$ cat src/hdl/usac_pkg.sv
// ----------------------------------------------------------------------------
// usac_pkg
// Shared types and constants of the sentence-aware text chunker.
// ----------------------------------------------------------------------------
package usac_pkg;

   localparam int POS_W = 11;   // window positions up to the chunk length + 3
   localparam int LEN_W = 10;

   localparam logic FUNC_BYTE  = 1'b0;
   localparam logic FUNC_FLUSH = 1'b1;

   localparam logic REG_CHUNK_SIZE = 1'b0;
   localparam logic REG_OVERLAP    = 1'b1;

   localparam logic [7:0] BYTE_LF     = 8'h0A;
   localparam logic [7:0] BYTE_EXCL   = 8'h21;
   localparam logic [7:0] BYTE_QUEST  = 8'h3F;
   localparam logic [7:0] CONT_MASK   = 8'hC0;
   localparam logic [7:0] CONT_CODE   = 8'h80;
   localparam logic [7:0] CJK_LEAD    = 8'hE3;
   localparam logic [7:0] CJK_MID     = 8'h80;
   localparam logic [7:0] CJK_PERIOD  = 8'h82;
   localparam logic [7:0] FW_LEAD     = 8'hEF;
   localparam logic [7:0] FW_MID      = 8'hBC;
   localparam logic [7:0] FW_EXCL     = 8'h81;
   localparam logic [7:0] FW_QUEST    = 8'h9F;

   // bit 0: lead byte, bit 1: a terminator ends here
   typedef struct packed {
      logic       func;
      logic [1:0] cls;
      logic       eot;
   } item_type;

endpackage

$ cat src/hdl/usac_front.sv
// ----------------------------------------------------------------------------
// usac_front
// Classifies incoming bytes (lead byte, terminator end) and queues items.
// ----------------------------------------------------------------------------
module usac_front (
   input  logic               clock,
   input  logic               reset,
   input  logic               req_valid,
   output logic               req_ready,
   input  logic               req_func,
   input  logic [7:0]         req_byte_value,
   input  logic               req_end_of_text,
   output logic               q_valid,
   input  logic               q_pop,
   output usac_pkg::item_type q_item
);
   import usac_pkg::*;

   logic [7:0] p1_ff, p2_ff;
   logic       v1_ff, v2_ff, last_eot_ff;
   item_type   slot_ff [2];
   logic       wp_ff, rp_ff;
   logic [1:0] cnt_ff;

   logic       acc, both, term;
   logic [7:0] b, p1, p2;
   item_type   itm;

   assign req_ready = (cnt_ff != 2'd2);
   assign acc       = req_valid && req_ready;
   assign q_valid   = (cnt_ff != 2'd0);
   assign q_item    = slot_ff[rp_ff];

   always_comb begin
      b    = req_byte_value;
      p1   = last_eot_ff ? 8'h00 : p1_ff;
      p2   = last_eot_ff ? 8'h00 : p2_ff;
      both = !last_eot_ff && v1_ff && v2_ff;
      term = (b == BYTE_LF) || (b == BYTE_EXCL) || (b == BYTE_QUEST)
          || (both && p2 == CJK_LEAD && p1 == CJK_MID && b == CJK_PERIOD)
          || (both && p2 == FW_LEAD && p1 == FW_MID && (b == FW_EXCL || b == FW_QUEST));
      itm.func = req_func;
      itm.cls  = {term, (b & CONT_MASK) != CONT_CODE};
      itm.eot  = req_end_of_text;
   end

   always_ff @(posedge clock) begin
      if (reset) begin
         v1_ff       <= 1'b0;
         v2_ff       <= 1'b0;
         last_eot_ff <= 1'b0;
         wp_ff       <= 1'b0;
         rp_ff       <= 1'b0;
         cnt_ff      <= 2'd0;
      end else begin
         if (acc) begin
            slot_ff[wp_ff] <= itm;
            wp_ff          <= !wp_ff;
            if (req_func == FUNC_BYTE) begin
               // a new text starts with an empty history
               p2_ff       <= p1;
               v2_ff       <= !last_eot_ff && v1_ff;
               p1_ff       <= b;
               v1_ff       <= 1'b1;
               last_eot_ff <= req_end_of_text;
            end
         end
         if (q_pop && q_valid) rp_ff <= !rp_ff;
         cnt_ff <= cnt_ff + {1'b0, acc} - {1'b0, q_pop && q_valid};
      end
   end

endmodule

$ cat src/hdl/usac_back.sv
// ----------------------------------------------------------------------------
// usac_back
// Keeps the class ring and plans chunks: lead search, backward terminator
// search, next-start search, then a readiness check for the following chunk.
// ----------------------------------------------------------------------------
module usac_back #(
   parameter int RING_DEPTH = 1024
) (
   input  logic                      clock,
   input  logic                      reset,
   input  logic                      q_valid,
   output logic                      q_pop,
   input  usac_pkg::item_type        q_item,
   input  logic [usac_pkg::POS_W-1:0] chunk_eff,
   input  logic [8:0]                overlap,
   output logic                      rsp_valid,
   input  logic                      rsp_ready,
   output logic [31:0]               rsp_chunk_number,
   output logic [31:0]               rsp_start_offset,
   output logic [9:0]                rsp_chunk_length,
   output logic                      rsp_more_pending,
   output logic                      rsp_text_done
);
   import usac_pkg::*;

   localparam int IDX_W = $clog2(RING_DEPTH);

   typedef enum logic [2:0] {S_IDLE, S_LEAD, S_BACK, S_NEXT, S_UPD, S_EMIT} state_type;

   state_type        state_ff, state_in;
   logic [31:0]      br_ff, br_in, ws_ff, ws_in, id_ff, id_in, start_ff, start_in;
   logic             ended_ff, ended_in, more_ff, more_in, chk_ff, chk_in;
   logic             done_ff, done_in;
   logic [POS_W-1:0] k_ff, k_in, end_ff, end_in, cut_ff, cut_in, rd_off;
   logic             rv_ff, rv_in;
   logic [31:0]      rnum_ff, rnum_in, rstart_ff, rstart_in;
   logic [9:0]       rlen_ff, rlen_in;
   logic             rmore_ff, rmore_in, rdone_ff, rdone_in;

   logic [1:0]       ring [RING_DEPTH];
   logic [1:0]       rdata_ff;
   logic             wr_en;
   logic [IDX_W-1:0] wr_addr, rd_addr;
   logic [31:0]      rd_sum, lag;
   logic             k_past;
   logic [POS_W-1:0] n0;

   assign rd_sum  = ws_in + 32'(rd_off);
   assign rd_addr = rd_sum[IDX_W-1:0];
   assign lag     = br_ff - ws_ff;
   assign k_past  = 32'(k_ff) >= lag;

   always_comb begin
      state_in  = state_ff;
      br_in     = br_ff;
      ws_in     = ws_ff;
      id_in     = id_ff;
      start_in  = start_ff;
      ended_in  = ended_ff;
      more_in   = more_ff;
      chk_in    = chk_ff;
      done_in   = done_ff;
      k_in      = k_ff;
      end_in    = end_ff;
      cut_in    = cut_ff;
      rd_off    = '0;
      rv_in     = rv_ff && !rsp_ready;
      rnum_in   = rnum_ff;
      rstart_in = rstart_ff;
      rlen_in   = rlen_ff;
      rmore_in  = rmore_ff;
      rdone_in  = rdone_ff;
      q_pop     = 1'b0;
      wr_en     = 1'b0;
      wr_addr   = br_ff[IDX_W-1:0];
      n0        = (cut_ff > POS_W'(overlap)) ? cut_ff - POS_W'(overlap) : POS_W'(1);
      unique case (state_ff)
         S_IDLE: begin
            if (q_valid) begin
               q_pop  = 1'b1;
               chk_in = 1'b0;
               k_in   = chunk_eff;
               rd_off = chunk_eff;
               if (q_item.func == FUNC_BYTE) begin
                  // a byte after the text end starts a new text
                  wr_en    = 1'b1;
                  wr_addr  = ended_ff ? '0 : br_ff[IDX_W-1:0];
                  br_in    = ended_ff ? 32'd1 : br_ff + 32'd1;
                  ws_in    = ended_ff ? 32'd0 : ws_ff;
                  ended_in = q_item.eot;
               end
               state_in = S_LEAD;
            end
         end
         S_LEAD: begin
            if (lag == 32'd0 || (k_past && !ended_ff)) begin
               more_in  = 1'b0;
               state_in = chk_ff ? S_EMIT : S_IDLE;
            end else if (k_past || rdata_ff[0] || k_ff == chunk_eff + POS_W'(3)) begin
               if (chk_ff) begin
                  more_in  = 1'b1;
                  state_in = S_EMIT;
               end else begin
                  end_in   = k_past ? lag[POS_W-1:0] : k_ff;
                  k_in     = end_in - POS_W'(1);
                  rd_off   = k_in;
                  state_in = S_BACK;
               end
            end else begin
               k_in   = k_ff + POS_W'(1);
               rd_off = k_in;
            end
         end
         S_BACK: begin
            if (rdata_ff[1]) begin
               cut_in   = k_ff + POS_W'(1);
               state_in = S_NEXT;
            end else if (k_ff == '0) begin
               cut_in   = end_ff;
               state_in = S_NEXT;
            end else begin
               k_in   = k_ff - POS_W'(1);
               rd_off = k_in;
            end
            if (state_in == S_NEXT) begin
               n0     = (cut_in > POS_W'(overlap)) ? cut_in - POS_W'(overlap) : POS_W'(1);
               k_in   = n0;
               rd_off = n0;
            end
         end
         S_NEXT: begin
            // advance to a lead byte, never past the cut
            if (k_ff < cut_ff && !rdata_ff[0]) begin
               k_in   = k_ff + POS_W'(1);
               rd_off = k_in;
            end else begin
               state_in = S_UPD;
            end
         end
         S_UPD: begin
            start_in = ws_ff;
            done_in  = ended_ff && 32'(cut_ff) == lag;
            if (done_in) begin
               br_in    = '0;
               ws_in    = '0;
               ended_in = 1'b0;
               more_in  = 1'b0;
               state_in = S_EMIT;
            end else begin
               ws_in    = ws_ff + 32'(k_ff);
               chk_in   = 1'b1;
               k_in     = chunk_eff;
               rd_off   = chunk_eff;
               state_in = S_LEAD;
            end
         end
         S_EMIT: begin
            if (!rv_ff || rsp_ready) begin
               rv_in     = 1'b1;
               rnum_in   = id_ff;
               rstart_in = start_ff;
               rlen_in   = cut_ff[LEN_W-1:0];
               rmore_in  = more_ff;
               rdone_in  = done_ff;
               id_in     = id_ff + 32'd1;
               state_in  = S_IDLE;
            end
         end
         default: state_in = S_IDLE;
      endcase
   end

   always_ff @(posedge clock) begin
      if (reset) begin
         state_ff <= S_IDLE;
         br_ff    <= '0;
         ws_ff    <= '0;
         id_ff    <= '0;
         ended_ff <= 1'b0;
         rv_ff    <= 1'b0;
      end else begin
         state_ff <= state_in;
         br_ff    <= br_in;
         ws_ff    <= ws_in;
         id_ff    <= id_in;
         ended_ff <= ended_in;
         rv_ff    <= rv_in;
      end
      start_ff  <= start_in;
      more_ff   <= more_in;
      chk_ff    <= chk_in;
      done_ff   <= done_in;
      k_ff      <= k_in;
      end_ff    <= end_in;
      cut_ff    <= cut_in;
      rnum_ff   <= rnum_in;
      rstart_ff <= rstart_in;
      rlen_ff   <= rlen_in;
      rmore_ff  <= rmore_in;
      rdone_ff  <= rdone_in;
   end

   // class ring, write-through on a same-address read
   always_ff @(posedge clock) begin
      if (wr_en) ring[wr_addr] <= q_item.cls;
      rdata_ff <= (wr_en && wr_addr == rd_addr) ? q_item.cls : ring[rd_addr];
   end

   assign rsp_valid        = rv_ff;
   assign rsp_chunk_number = rnum_ff;
   assign rsp_start_offset = rstart_ff;
   assign rsp_chunk_length = rlen_ff;
   assign rsp_more_pending = rmore_ff;
   assign rsp_text_done    = rdone_ff;

endmodule

$ cat src/hdl/utf8_sentence_aware_chunker.sv
// ----------------------------------------------------------------------------
// utf8_sentence_aware_chunker
// Splits UTF-8 text into overlapping chunks cut after sentence terminators.
// ----------------------------------------------------------------------------
//  channel  ports   moves
//  req      req_*   one text byte or flush per transfer
//  rsp      rsp_*   one chunk descriptor per transfer
//  csr      csr_*   register write, index 0 chunk length, 1 overlap
//
//  An item that closes no chunk is popped and written to the class ring, then
//  the back end probes one window-end position after another.
//  A closing chunk adds one ring read per step of the backward terminator
//  search and of the next-start search.
//  A two-entry queue lets the front take bytes while the back end searches.
//  Synchronous reset; the class ring holds no reset value.
// ----------------------------------------------------------------------------
module utf8_sentence_aware_chunker #(
   parameter int RING_DEPTH = 1024,
   parameter int MAX_CHUNK  = 512
) (
   input  logic        clock,
   input  logic        reset,
   input  logic        req_valid,
   output logic        req_ready,
   input  logic        req_func,
   input  logic [7:0]  req_byte_value,
   input  logic        req_end_of_text,
   output logic        rsp_valid,
   input  logic        rsp_ready,
   output logic [31:0] rsp_chunk_number,
   output logic [31:0] rsp_start_offset,
   output logic [9:0]  rsp_chunk_length,
   output logic        rsp_more_pending,
   output logic        rsp_text_done,
   input  logic        csr_we,
   input  logic        csr_index,
   input  logic [9:0]  csr_wdata
);
   import usac_pkg::*;

   logic [9:0]       csize_ff;
   logic [8:0]       overlap_ff;
   logic [POS_W-1:0] chunk_eff;
   logic             q_valid, q_pop;
   item_type         q_item;

   always_ff @(posedge clock) begin
      if (reset) begin
         csize_ff   <= 10'd512;
         overlap_ff <= 9'd64;
      end else if (csr_we) begin
         unique case (csr_index)
            REG_CHUNK_SIZE: csize_ff   <= csr_wdata;
            REG_OVERLAP:    overlap_ff <= csr_wdata[8:0];
            default:        ;
         endcase
      end
   end

   always_comb begin
      if (csize_ff == '0)
         chunk_eff = POS_W'(1);
      else if (32'(csize_ff) > 32'(MAX_CHUNK))
         chunk_eff = POS_W'(MAX_CHUNK);
      else
         chunk_eff = POS_W'(csize_ff);
   end

   usac_front u_front (
      .clock           (clock),
      .reset           (reset),
      .req_valid       (req_valid),
      .req_ready       (req_ready),
      .req_func        (req_func),
      .req_byte_value  (req_byte_value),
      .req_end_of_text (req_end_of_text),
      .q_valid         (q_valid),
      .q_pop           (q_pop),
      .q_item          (q_item)
   );

   usac_back #(.RING_DEPTH(RING_DEPTH)) u_back (
      .clock            (clock),
      .reset            (reset),
      .q_valid          (q_valid),
      .q_pop            (q_pop),
      .q_item           (q_item),
      .chunk_eff        (chunk_eff),
      .overlap          (overlap_ff),
      .rsp_valid        (rsp_valid),
      .rsp_ready        (rsp_ready),
      .rsp_chunk_number (rsp_chunk_number),
      .rsp_start_offset (rsp_start_offset),
      .rsp_chunk_length (rsp_chunk_length),
      .rsp_more_pending (rsp_more_pending),
      .rsp_text_done    (rsp_text_done)
   );

endmodule

$ cat config.mk
export PLATFORM = sky130hd
export DESIGN_NAME = utf8_sentence_aware_chunker
export DESIGN_NICKNAME = d
export VERILOG_FILES = /design/src/hdl/usac_pkg.sv /design/src/hdl/usac_front.sv /design/src/hdl/usac_back.sv /design/src/hdl/utf8_sentence_aware_chunker.sv
export SDC_FILE = /design/constraint.sdc
export NUM_CORES = 2
export LEC_CHECK = 0
export BUFFER_PORTS_ARGS = -buffer_cell sky130_fd_sc_hd__buf_4
export CAP_MARGIN = 10
export CORE_MARGIN = 3
export CORE_UTILIZATION = 29
export DETAILED_ROUTE_END_ITERATION = 10
export GPL_TIMING_DRIVEN = 0
export PLACE_DENSITY = 0.48
export REMOVE_ABC_BUFFERS = 1
export SYNTH_ARGS = -nofsm -noshare
export SYNTH_HDL_FRONTEND = slang
export SYNTH_SLANG_ARGS = --single-unit
$ cat constraint.sdc
create_clock -name clock -period 21.7 [get_ports clock]
set_input_delay 4.34 -clock clock [delete_from_list [all_inputs] [get_ports clock]]
set_output_delay 4.34 -clock clock [all_outputs]
set_load 0.1 [all_outputs]
* Word-level counts from Yosys, hierarchy flattened
Memory sizes are Yosys's and may differ from the RTL's. A register that Yosys moved wholly into a read port is not among the register bits.
Index checks and enable logic that the tools add are counted.
W data, S select, Z words.
** Word-level totals
- Register bits :: 287
- Bits in latches :: 0
- Bits in writable memories :: 2056
- ROM bits :: 0
- Input port bits :: 26
- Output and inout port bits :: 78
- Word-level logic and storage cells :: 213
- Memories kept :: 2
** Memories
- u_back.ring :: depth 1024, bits a word 2, read ports 1, clocked after Yosys merged registers in 1, write ports 1, line usac_back.sv:40 : logic [1:0] ring [RING_DEPTH];
- u_front.slot_ff :: depth 2, bits a word 4, read ports 1, clocked after Yosys merged registers in 1, write ports 1, line usac_front.sv:21 : item_type slot_ff [2];
** Operators by class
- Add/sub/neg operators :: 12
- $mul :: 0
- Divide/modulo/power cells :: 0
- $lt $le $gt $ge :: 4
- Eq/ne operators :: 33
- Shift-type cells :: 0
- Mux-type cells :: 80
- Bitwise operators :: 5
- Reduce and logical (&&, ||, !) cells :: 49
** Operator list (number)
- $mux W32 :: 8
- $mux W11 :: 14
- $mux W10 :: 15
- $pmux W32 S2 :: 2
- $add A32 B1 Y32 const B :: 2
- $eq A8 B8 Y1 const B :: 7
- $pmux W11 S5 :: 1
- $pmux W10 S5 :: 1
- $mux W3 :: 11
- $add A32 B11 Y32 :: 1
- $eq A11 B32 Y1 :: 1
- $ge A11 B32 Y1 :: 1
- $logic_not A32 Y1 :: 1
- $sub A32 B32 Y32 :: 1
- $mux W1 :: 22
- $sub A11 B1 Y11 const B :: 2
- $pmux W3 S6 :: 1
- $eq A8 B6 Y1 const B :: 2
- $mux W8 :: 2
- $reduce_and A4 Y1 :: 4
- $logic_and A1 B1 Y1 :: 14
- $ne A2 B2 Y1 const B :: 7
- $add A10 B2 Y11 const B :: 1
- $add A11 B1 Y11 const B :: 1
- other kinds (27) :: 61

* Longest topological paths before layout
- Depth after elaboration :: 10
- Mapped depth :: 41
- Depth with buffers taken out :: 34

* Hierarchy
Synthesis repeated with hierarchy kept, for this count alone.
** Unflattened totals
- Cells, all modules :: 6516
- Area total of the unflattened synthesis :: 101235.8 µm²
** By module, submodules not included
- usac_back :: times used 1, cells an instance 6317, area each 99142.6 µm², seq. area each 68045.3 µm²
- usac_front :: times used 1, cells an instance 99, area each 1337.5 µm², seq. area each 880.8 µm²
- utf8_sentence_aware_chunker :: times used 1, cells an instance 100, area each 755.7 µm², seq. area each 380.4 µm²

* Worst setup path before layout
No wires, ideal clock.
- Kind :: input -> register
- Start point :: input port rsp_ready
- End point :: register u_back.id_ff[27]
- Arrival :: 9.451 ns
- Slack :: 12.178 ns
- Stages on the path :: 9
- Cell sequence :: nor2b_1 -> nor2_1 -> and4_1 -> clkbuf_1 -> nand3_1 -> nor2_1 -> nand2_1 -> or3_1 -> a21oi_1
** On the way
- Longest elaborated chain between the ends :: 2
** Ends and longest elaborated chain
- from (decl) :: line utf8_sentence_aware_chunker.sv:29 : input logic rsp_ready,
- $logic_or A1 B1 Y1 :: line usac_back.sv:158 : if (!rv_ff || rsp_ready) begin
- $reduce_and A2 Y1 (no source line)
- to (signal assigned) :: line usac_back.sv:185 : id_ff <= id_in;
- to (decl) :: line usac_back.sv:31 : logic [31:0] br_ff, br_in, ws_ff, ws_in, id_ff, id_in, start_ff, start_in;
No other way between the ends.
A chain may end at the register's enable or synchronous reset.

==> metrics.md <==
| Metric | Value |
|---|---|
| H-tree depth | `4` |
| Final core occ | `33.76%` |
| CP Launch Type | `flop` |
| Headroom to the max-slew limit | `10.91%` |
| CTS tree | `done` |
| Initial DRC Count | `slightly below 6,000` |
| Routability Congestion | `0.8429` |
| Hold EP | `u_back.rsp_start_offset[3]` |
| Post-Synthesis Cells | `6,547` |
| Critical path class | `reg2reg` |
| RSZ-0062 raised after global routing | `false` |
| Die X | `596.3 um` |
| R2r worst-path depth | `35` |
| Register area | `0.06933 mm2` |
| Required time worst endpoint | `22.40 ns` |
| Crit. End Element | `flop` |
| Slowest cell on crit path | `xnor2_1` |
| Hpwl dp | `188.5 mm` |
| Full die area | `0.3556 mm2` |
| Area Growth Syn to Fin | `15.73%` |
| Total I/O pin count | `104` |
| Hold wc startpoint | `u_back.start_ff[3]` |
| Worst-path fanout max | `44` |
| Max Clock Freq | `roughly 90 MHz` |
| Clk sinks | `2,354` |
| Final cell count without fillers | `11,390` |
| Initial Utilization | `29.17%` |
| Vias per cell | `5.094` |
| Final slew viol count | `0` |
| Yosys warns | `0` |
| Most common cell after layout, fill and taps aside | `edfxtp_1` |
| # DRC | `0` |
| CTS root buf | `clkbuf_16` |
| Post-CTS setup buffer count | `0` |
| Hold path depth | `0` |
| Skew final | `0.1265 ns` |
| Number of global-route vias before repair | `60,080` |
| Async set-reset flop share out of synthesis | `0%` |
| Grt total ovfl | `0` |
| Post-cts repair resize count | `0` |
| Worst EP arrival | `12.13 ns` |
| Area of the multi-input gates | `about 0.030 mm2` |
| Site Rows | `216` |
| Yosys cell types | `between 100 and 150` |
| First-pass GRT wire length | `432.1 mm` |
| Seq/Total Area, Yosys | `68.58%` |
| Cells after DPL | `approximately 11,000` |
| Most frequent CP cell | `a21oi_1` |
| Synthesized area | `a little over 0.1 mm2` |
| Number of synthesized flops with an enable pin | `2,216` |
| Hold Fails Final Rpt | `0` |
| Crit path largest cell delay | `0.88 ns` |
| Die Ht | `between 500 and 600 um` |
| Nets | `6,707` |
| Worst-Margin Slew | `around 1.3 ns` |
| Hold crit path type | `reg2reg` |
| Initial antenna violation count | `22` |
| Post-CTS Hold Fix Bufs | `0` |
| CTS Buf Count | `248` |
| Clk_lat worst skew | `0.95 ns` |
| FF+latch count, synth | `2,354` |
| Reg clk slew, reported paths | `0.06 ns` |
| Drt total wl | `298.7 mm` |
| Commonest cells after routing, fill and taps aside | `edfxtp_1 (2,216), nor2_1 (1,236), mux4_2 (503)` |
| Clock buffer depth | `4` |
| Layout cells sized above 1 | `18.05%` |
| LEAKAGE | `35.88 nW` |
| Dpl cell area | `0.1085 mm2` |
| Most used DFF post-synth | `edfxtp_1` |
| Pin count of the biggest net entering global routing | `around 150` |
| Fin crit share | `52.68%` |
| Pwr Density | `approximately 110 mW/mm2` |
| IO buf count | `103` |
| Fin Setup TNS | `0 ns` |
| Final Critical Period | `11.43 ns` |
| Core ar. | `0.3465 mm2` |
| Highest ir drop seen on vdd | `77.33 uV` |
| Post-Syn Area per Cell | `15.44 um2` |
| DR pass1 iterations | `6` |
| Maxcap violations | `0` |
| Routed via count | `58,000` |
| Final setup viols | `0` |
| Outcome | `complete, no violations` |
| Design Area, Final | `0.1170 mm2` |
| R2R setup slack | `just over 10 ns` |
| Final antenna-violating net count | `0` |
| Tot GR Track Use | `16.50%` |
| Fillcell total | `~33,000` |
| Wire per inst | `26.24 um` |
[power by group]
part           leakage (nW)  switching [W]  internal, W  total, W
logic                  10.9        0.00188      0.00114   0.00302
registers              21.0       0.000142      0.00528   0.00542
clock network          3.93        0.00179      0.00243   0.00422
total                  35.9        0.00381      0.00885    0.0127
[logic make-up after synthesis]
logic type               after synthesis  synth area share [%]
multiplexers                         696                 13.16
XOR/XNOR                             147                 1.288
flip-flops                          2354                 68.58
adder cells (fa/ha/maj)               93                 1.179
AO/OA/AOI/OAI                        649                 4.323
AND/OR/NAND/NOR                     2048                 8.821
buffers and inverters                560                 2.645
[worst max path at each step]
stage                       to  from  cells past startpoint  slack [ns]
after floorplan           flop  flop                     34       -4.86
after global placement    flop  flop                     33      -28.48
after detailed placement  flop  flop                     36       10.04
after CTS                 flop  flop                     36       10.06
after global routing      flop  flop                     37        9.35
final                     flop  flop                     35       10.27
[layer usage]
layer / up-vias / share of wire (%) / track usage, %
met1: 30360 / 41 / 21.58
met2: 1892 / 49 / 28.08
met4: 6 / 3.2 / 5.028
met5: - / 0.013 / 0
met3: 473 / 6.1 / 2.654
li1: 25260 / - / -
[registers in the layout (all words and copies together) (netlist names), 9 cells and up, named ones only]
register and cells:
u_back.end_ff 11, u_back.rsp_chunk_number 32, u_back.cut_ff 11, u_back.ring 2048, u_back.rsp_start_offset 32, u_back.start_ff 32
u_back.id_ff 32, overlap_ff 9, u_back.ws_ff 32, u_back.br_ff 32, csize_ff 10, u_back.k_ff 11
u_back.rsp_chunk_length 10
[per-stage QoR]
stage / setup slack, ns / hold slack, ns / total power [W]
after floorplan: -4.859 / 0.4003 / 0.008120
after global placement: -28.48 / 0.4036 / 0.009649
after detailed placement: 10.04 / 0.4054 / 0.008540
after CTS: 10.06 / 0.3752 / 0.01277
after global routing: 9.350 / 0.3754 / 0.01316
final: 10.27 / 0.3696 / 0.01267
[layout make-up]
class | instances | area share (%)
flip-flops and latches | 2354 | 59.28
multi-input cells | 3633 | 25.23
clock buffers | 306 | 5.633
well taps | 4578 | 4.898
repair buffers | 238 | 3.363
clock inverters | 147 | 1.196
inverters | 114 | 0.3691
diodes | 15 | 0.03210
[cell usage after synthesis (88+ instances only)]
master	count	area share [%]
a22oi_1	95	0.71
mux4_2	503	11
ha_1	88	1.1
edfxtp_1	2216	66
a21oi_1	160	0.79
buf_1	91	0.34
xnor2_1	92	0.80
clkbuf_1	211	0.78
nor2_1	1242	4.6
nand2_1	306	1.1
nand3_1	116	0.57
mux2i_1	170	1.7
o21ai_0	106	0.52
dfxtp_1	138	2.7
inv_1	112	0.42
[worst max-delay path: cells and delay by family, from the launching register on]
family / cells / cell delay (ns)
buffers and inverters: 3 / 1.00
AOI/OAI and AO/OA: 18 / 4.74
muxes: 3 / 1.22
DFF: 1 / 0.80
and+or+nand+nor: 7 / 1.62
adders and majority gates: 2 / 0.64
xor gates and xnor gates: 2 / 0.98
Power figures use the tool's default switching activity.
